==> config.mk <==
export PLATFORM = sky130hd
export DESIGN_NAME = cgg_skid
export DESIGN_NICKNAME = d
export VERILOG_FILES = /design/src/cgg_pkg.sv /design/src/cgg_skid.sv
export SDC_FILE = /design/constraint.sdc
export NUM_CORES = 1
export LEC_CHECK = 0
export BUFFER_PORTS_ARGS = -buffer_cell sky130_fd_sc_hd__buf_4
export CAP_MARGIN = 20
export CORE_MARGIN = 2
export CORE_UTILIZATION = 25
export CTS_CLUSTER_DIAMETER = 150
export DETAILED_ROUTE_END_ITERATION = 8
export GPL_ROUTABILITY_DRIVEN = 0
export PLACE_DENSITY = 0.42
export SETUP_SLACK_MARGIN = 0.2
export SYNTH_ARGS = -nofsm -noshare
export SYNTH_HDL_FRONTEND = slang
export SYNTH_SLANG_ARGS = --single-unit
==> constraint.sdc <==
create_clock -name clk_i -period 16.1 [get_ports clk_i]
set_clock_uncertainty 0.05 [all_clocks]
set_input_delay 1.61 -clock clk_i [delete_from_list [all_inputs] [get_ports clk_i]]
set_output_delay 1.61 -clock clk_i [all_outputs]
set_load 0.02 [all_outputs]
==> src/cgg_pkg.sv <==
// ----------------------------------------------------------------------------
// cgg_pkg
// Shared widths and types of the complex Givens generator.
// ----------------------------------------------------------------------------
package cgg_pkg;

  localparam int RW       = 208;     // root recurrence datapath, signed
  localparam int NB       = 35;      // result bits of the rounded root
  localparam int ROOT_LAT = NB + 1;  // init stage plus one stage per bit
  localparam int MW       = 65;      // wide multiplier operand
  localparam int PW       = 2 * MW;  // wide multiplier product
  localparam int IDW      = 128;     // input word
  localparam int ODW      = 168;     // output word, padded to bytes

  localparam logic [30:0] ONE_Q30 = 31'h4000_0000;

  typedef struct packed {
    logic        bz;       // b is zero
    logic        az;       // a is zero, b is not
    logic        sre_neg;
    logic        sim_neg;
    logic [31:0] a_re;
    logic [31:0] a_im;
  } meta_t;

endpackage

==> src/cgg_skid.sv <==
// ----------------------------------------------------------------------------
// cgg_skid
// Output register with one skid entry; ready toward the pipeline is registered.
// ----------------------------------------------------------------------------
module cgg_skid (
  input  logic                    clk_i,
  input  logic                    rst_ni,
  input  logic                    in_valid_i,
  output logic                    in_ready_o,
  input  logic [cgg_pkg::ODW-1:0] in_data_i,
  output logic                    out_valid_o,
  input  logic                    out_ready_i,
  output logic [cgg_pkg::ODW-1:0] out_data_o
);

  logic                    out_v_q;
  logic                    skid_v_q;
  logic [cgg_pkg::ODW-1:0] out_q;
  logic [cgg_pkg::ODW-1:0] skid_q;
  logic                    take;

  assign in_ready_o = !skid_v_q;
  assign take       = in_valid_i && !skid_v_q;

  always_ff @(posedge clk_i or negedge rst_ni) begin
    if (!rst_ni) begin
      out_v_q  <= 1'b0;
      skid_v_q <= 1'b0;
    end else if (take) begin
      if (!out_v_q || out_ready_i) begin
        out_v_q <= 1'b1;
      end else begin
        skid_v_q <= 1'b1;
      end
    end else if (out_ready_i) begin
      out_v_q  <= skid_v_q;
      skid_v_q <= 1'b0;
    end
  end

  always_ff @(posedge clk_i) begin
    if (take) begin
      if (!out_v_q || out_ready_i) begin
        out_q <= in_data_i;
      end else begin
        skid_q <= in_data_i;
      end
    end else if (out_ready_i && skid_v_q) begin
      out_q <= skid_q;
    end
  end

  assign out_valid_o = out_v_q;
  assign out_data_o  = out_q;

endmodule

==> flow_metrics.py, run 1 <==
metrics = {
    "run_status": {
        "status": "complete, no violations",
    },
    "route": {
        "wl_per_cell_um": 18.1,
        "dr.first_iter.drc_count": 265,
        "remaining_drc_errors": 0,
        "num_vias": 6252,
        "vias_per_cell": 3.90,
        "ant_nets": 0,
        "routed_wl_mm": 29.0,
        "drt_first_pass_iters": 4,
    },
    "die": {
        "die-area_mm2": 0.0523,
        "die_width_um": 229,
        "row_count": 82,
        "io_pins": 342,
        "coreArea_mm2": 0.0500,
        "start_util_pct": 25.2,
        "die_h_um": 229,
    },
    "worst_setup_path": {
        "cpPeakStageDelay_ns": 0.82,
        "cp-end-kind": "flop",
        "path_max_fanout": 47,
        "path_common_cell": "buf_4",
        "path_class": "input port to flop",
        "cp.required_ns": 16.33,
        "path_cells": "buf_4, nand2b_4, buf_4, buf_4, mux2_2",
        "crit_arrival_ns": 4.31,
        "ff2ff_setup_slack_ns": 12.68,
        "slowest_stage": "buf_4",
        "startpoint_type": "input port",
    },
    "timing": {
        "post-route-period-util_pct": 25.4,
        "slew_headroom_pct": 37.1,
        "fin_crit_ns": 4.09,
        "timing.final.hold_violations": 0,
        "worst_slew_pin_slew_ns": 0.943,
        "setup_viol": 0,
        "tns_ns": 0,
        "fmax_mhz": 245,
        "rsz0062_at_grt": "false",
        "drv_slew": 0,
    },
    "clock_tree": {
        "htreeDepth": 2,
        "path_clk_slew_ns": 0.06,
        "cts_root_buf": "clkbuf_16",
        "cts_tree": "built",
        "ctsResizeCount": 0,
        "clockBufferDepth": 3,
        "post_cts_buffers": 0,
        "cts_inserted_buffers": 40,
        "clk_latency_ns": 0.53,
        "postCtsHoldBufs": 0,
        "clkSinkCount": 338,
    },
    "power_and_ir_drop": {
        "p_leak_nw": 6.61,
        "irDropWorstVdd_mv": 0.0825,
        "p_per_area_mw_per_mm2": 129,
    },
    "final_layout": {
        "antennaDiodeCount": 0,
        "post-route-util_pct": 34.4,
        "nNetsFinal": 1079,
        "drive_above_1_share_pct": 61.3,
        "area_growth_syn_to_layout_pct": 36.2,
    },
    "yosys": {
        "synth_top_area_share_pct": 80.0,
        "synth.area.top_cells": "edfxtp_1, mux2_4, mux2_2",
        "yosys_register_bits": 338,
        "synth_cells": 535,
        "yosysWarnings": 0,
        "synth_nets": 707,
        "synth-seq-area-share_pct": 80.4,
        "ys_types": 14,
        "syn_area_mm2": 0.0126,
        "postSynthAreaPerCell_um2": 23.6,
        "synth_top_area_cell": "edfxtp_1",
    },
    "placed_design": {
        "portBuffers": 341,
        "post-dp-hpwl_mm": 18.9,
    },
    "global_route": {
        "grt.total_usage_pct": 10.8,
        "grt_remaining_overflow": 0,
        "antenna_found_initial": 0,
        "grt_pass1_wl_mm": 42.9,
        "grt_pass1_vias": 6643,
        "grt_max_degree": 66,
    },
    "flow_run": {
        "cap_violations": 0,
    },
    "hold_path": {
        "holdCritPathClass": "flop to flop",
    },
}
cell usage after synthesis, drive strengths merged:
cell type  number
dfrtp           2
edfxtp        336
nand2b          2
nor2            3
buf            19
inv             1
nand3           1
nand2           1
o22a            1
a21oi           1
mux2          168
path summary, 6_finish.rpt:
check,startpoint,end,cells past startpoint
min reg2reg,skid_q[104],out_data_o[104],1
min in group asynchronous,rst_ni,skid_v_q,1
min,skid_q[104],out_data_o[104],1
max,in_valid_i,out_data_o[31],5
max in group asynchronous,rst_ni,out_valid_o,1
max reg2reg,skid_v_q,skid_q[31],4
metal layers:
layer | GRT usage, % | vias up | part of all wire, %
li1 | - | 2881 | -
met1 | 13.1 | 3126 | 42
met2 | 17.4 | 201 | 47
met3 | 4.57 | 44 | 8.6
met4 | 3.21 | 0 | 2.3
met5 | 0 | - | 0
cell families after synthesis:
kind of cell / share of synthesized area (%)
AO/OA/AOI/OAI: 0.109
buffers and inverters: 1.35
flip-flops: 80.4
multiplexers: 17.9
AND/OR/NAND/NOR: 0.258
worst max-delay path: cells and delay by family:
kind          cells  cell delay [ns]
simple gates      1             0.55
buf+inv           3             1.60
mux               1             0.41
flip-flops by register name (all words and copies together), names as in the netlist:
name	flops
out_data_o	168
skid_q	168
out_valid_o	1
skid_v_q	1
placed cells by master, fill, tap and decap left out:
cell and count:
nand3_1 1, dfrtp_1 2, nand2b_1 1, clkbuf_16 41, nand2b_4 1, bufinv_16 4
edfxtp_1 336, inv_1 1, buf_4 349, nor2_4 1, clkinvlp_4 1, clkinv_2 6
mux2_4 98, clkbuf_1 13, nor2_1 2, mux2_2 70, o22a_4 1, clkinv_1 3
nand2_1 1, a21oi_1 1
layout make-up:
class | count | area (um^2)
fillers | 4813 | 32800
flip-flops and latches | 338 | 10100
clock buffers | 54 | 1070
clock inverters | 14 | 169
multi-input cells | 177 | 2330
inverters | 1 | 3.75
well taps | 672 | 841
repair buffers | 349 | 2620
power breakdown:
group	switching [mW]	internal, mW	total, mW
clock network	0.349	0.530	0.879
registers	0.0162	1.05	1.07
logic	0.145	0.128	0.273
stage by stage:
stage               setup WS, ns  power (mW)  hold slack [ns]  instance area [um^2]  cells
floorplan                   6.27        1.24            0.473                 12600    535
global placement           11.34        1.36            0.476                 15900   1537
detailed placement         11.37        1.36            0.483                 15900   1537
CTS                        11.94        2.26            0.486                 17200   1605
global route               11.79        2.31            0.495                 17200   1605
finish                     12.01        2.22            0.489                 17200   1605
No activity file was read; power rests on OpenSTA's default activity.
==> run 2: changes to the inputs <==
==> constraint.sdc (replaced) <==
create_clock -name clk_i -period 4.3 [get_ports clk_i]
set_clock_uncertainty 0.05 [all_clocks]
set_input_delay 0.43 -clock clk_i [delete_from_list [all_inputs] [get_ports clk_i]]
set_output_delay 0.43 -clock clk_i [all_outputs]
set_load 0.02 [all_outputs]
==> run 2 against run 1 <==
Against the previous run: sequential power increased to 3.7 times the previous value; sequential cell count unchanged; utilization increased by 3.6 points; critical path depth decreased by 2; sequential share of layout area decreased by 5.6 points; register-to-register slack got worse by 11 ns; setup slack got worse by 10 ns; hold slack got worse by 0.34 ns; die area unchanged; largest cell class unchanged.
==> flow_metrics.py, run 2 (synthesis results as in run 1) <==
metrics = {
    "worst_setup_path": {
        "startpoint_type": "flop",
        "r2r-end": "out_data_o[55]",
        "path_class": "flop to flop",
        "reg2reg_from": "skid_v_q",
        "cp-end-kind": "flop",
        "crit_arrival_ns": 2.57,
        "path_max_fanout": 46,
        "ff2ff_path_depth": 3,
        "ff2ff_setup_slack_ns": 1.99,
        "cp.required_ns": 4.55,
    },
    "flow_run": {
        "cap_violations": 0,
    },
    "timing": {
        "fmax_mhz": 432,
        "worst_slew_pin_slew_ns": 0.886,
        "rsz0062_at_grt": "false",
        "fin_crit_ns": 2.31,
        "drv_slew": 0,
        "slew_headroom_pct": 40.9,
        "tns_ns": 0,
        "timing.final.hold_violations": 0,
        "post-route-period-util_pct": 53.8,
        "setup_slack_ns": 1.99,
        "setup_viol": 0,
    },
    "placed_design": {
        "portBuffers": 341,
        "pre_cts_slack_ns": 1.90,
        "post-dp-hpwl_mm": 19.0,
        "dp.cells": 1536,
    },
    "global_route": {
        "grt_max_degree": 107,
        "grt_pass1_wl_mm": 45.7,
        "grt.total_usage_pct": 11.4,
        "grt_pass1_vias": 7577,
        "antenna_found_initial": 4,
        "grt_remaining_overflow": 0,
    },
    "die": {
        "io_pins": 342,
        "coreArea_mm2": 0.0500,
        "die_h_um": 229,
        "row_count": 82,
        "start_util_pct": 25.2,
        "die-area_mm2": 0.0523,
        "die_width_um": 229,
    },
    "route": {
        "ant_nets": 0,
        "wl_per_cell_um": 17.0,
        "num_vias": 6911,
        "vias_per_cell": 3.88,
        "remaining_drc_errors": 0,
        "routed_wl_mm": 30.2,
        "drt_first_pass_iters": 4,
        "dr.first_iter.drc_count": 334,
    },
    "clock_tree": {
        "htreeDepth": 2,
        "path_clk_slew_ns": 0.06,
        "cts_tree": "built",
        "cts_inserted_buffers": 41,
        "clk_latency_ns": 0.55,
        "clockBufferDepth": 3,
        "clkSinkCount": 338,
        "ctsResizeCount": 0,
        "cts_root_buf": "clkbuf_16",
    },
    "final_layout": {
        "drive_above_1_share_pct": 51.9,
        "stdcell_count": 1781,
        "area_growth_syn_to_layout_pct": 50.6,
        "nNetsFinal": 1249,
        "layout_common_cells": "buf_4, edfxtp_1, dlygate4sd3_1",
        "layout_commonest_cell": "buf_4",
        "post-route-util_pct": 38.0,
    },
    "power_and_ir_drop": {
        "p_per_area_mw_per_mm2": 451,
        "irDropWorstVdd_mv": 0.232,
        "p_leak_nw": 7.37,
    },
    "hold_path": {
        "worstHoldEndpoint": "skid_v_q",
        "holdCritPathClass": "input port to flop",
        "hold_depth": 3,
        "hold_start": "in_valid_i",
    },
    "run_status": {
        "status": "complete, no violations",
    },
}
## run 2: cell types whose count changed in the layout (fill, tap and decap cells not counted), sizes merged
cell and change:
inv +1, buf -1, dlygate4sd3 +170, clkinv +4, diode +1, clkbuf +1
## run 2: worst max-delay path by stage
stage / from / end / slack, ns / cells after the start
after floorplan: skid_v_q / skid_q[0] / 0.36 / 5
after global placement: in_valid_i / out_data_o[43] / 1.89 / 4
after detailed placement: in_valid_i / out_data_o[61] / 1.90 / 4
after CTS: skid_v_q / out_data_o[61] / 1.93 / 3
after global routing: skid_v_q / out_data_o[61] / 1.82 / 3
final: skid_v_q / out_data_o[55] / 1.99 / 3
## run 2: critical path: stages, from the launching register on
cell and delay (ns):
dfrtp_1 0.44, nand2b_4 0.42, buf_4 0.71, mux2_2 0.42
## run 2: cell type report
cell class                 instances  area, um^2
clock buffer                      55        1120
sequential                       338       10100
clock inverter                    19         194
multi-input combinational        177        2330
fill                            4699       31000
timing repair buffer             518        4360
inverter                           1        3.75
antenna                            1        2.50
tap                              672         841
## run 2: repair_timing
item                                   CTS  global route
hold buffers                           170             0
endpoints found under the hold margin  171             0
buffers inserted                         0             0
## run 2: routing by layer
metal | share of wire (%) | GRT usage [%] | vias to the layer above
li1 | - | - | 3221
met1 | 43 | 13.9 | 3416
met2 | 46 | 18.2 | 211
met3 | 8.6 | 4.95 | 57
met4 | 2.4 | 3.80 | 6
met5 | 0.12 | 0 | -
## run 2: metrics by stage
step / cell area, um^2 / hold slack (ns) / total power [mW]
floorplan: 12600 / 0.0844 / 4.63
global placement: 16000 / 0.167 / 5.11
detailed placement: 16000 / 0.166 / 5.12
CTS: 19000 / 0.105 / 8.76
global route: 19000 / 0.145 / 8.93
finish: 19000 / 0.154 / 8.57
## run 2: where the power goes
part           switching, mW  internal, mW
sequential            0.0598          3.93
clock                   1.35          2.07
combinational          0.582         0.586
total                   1.99          6.58
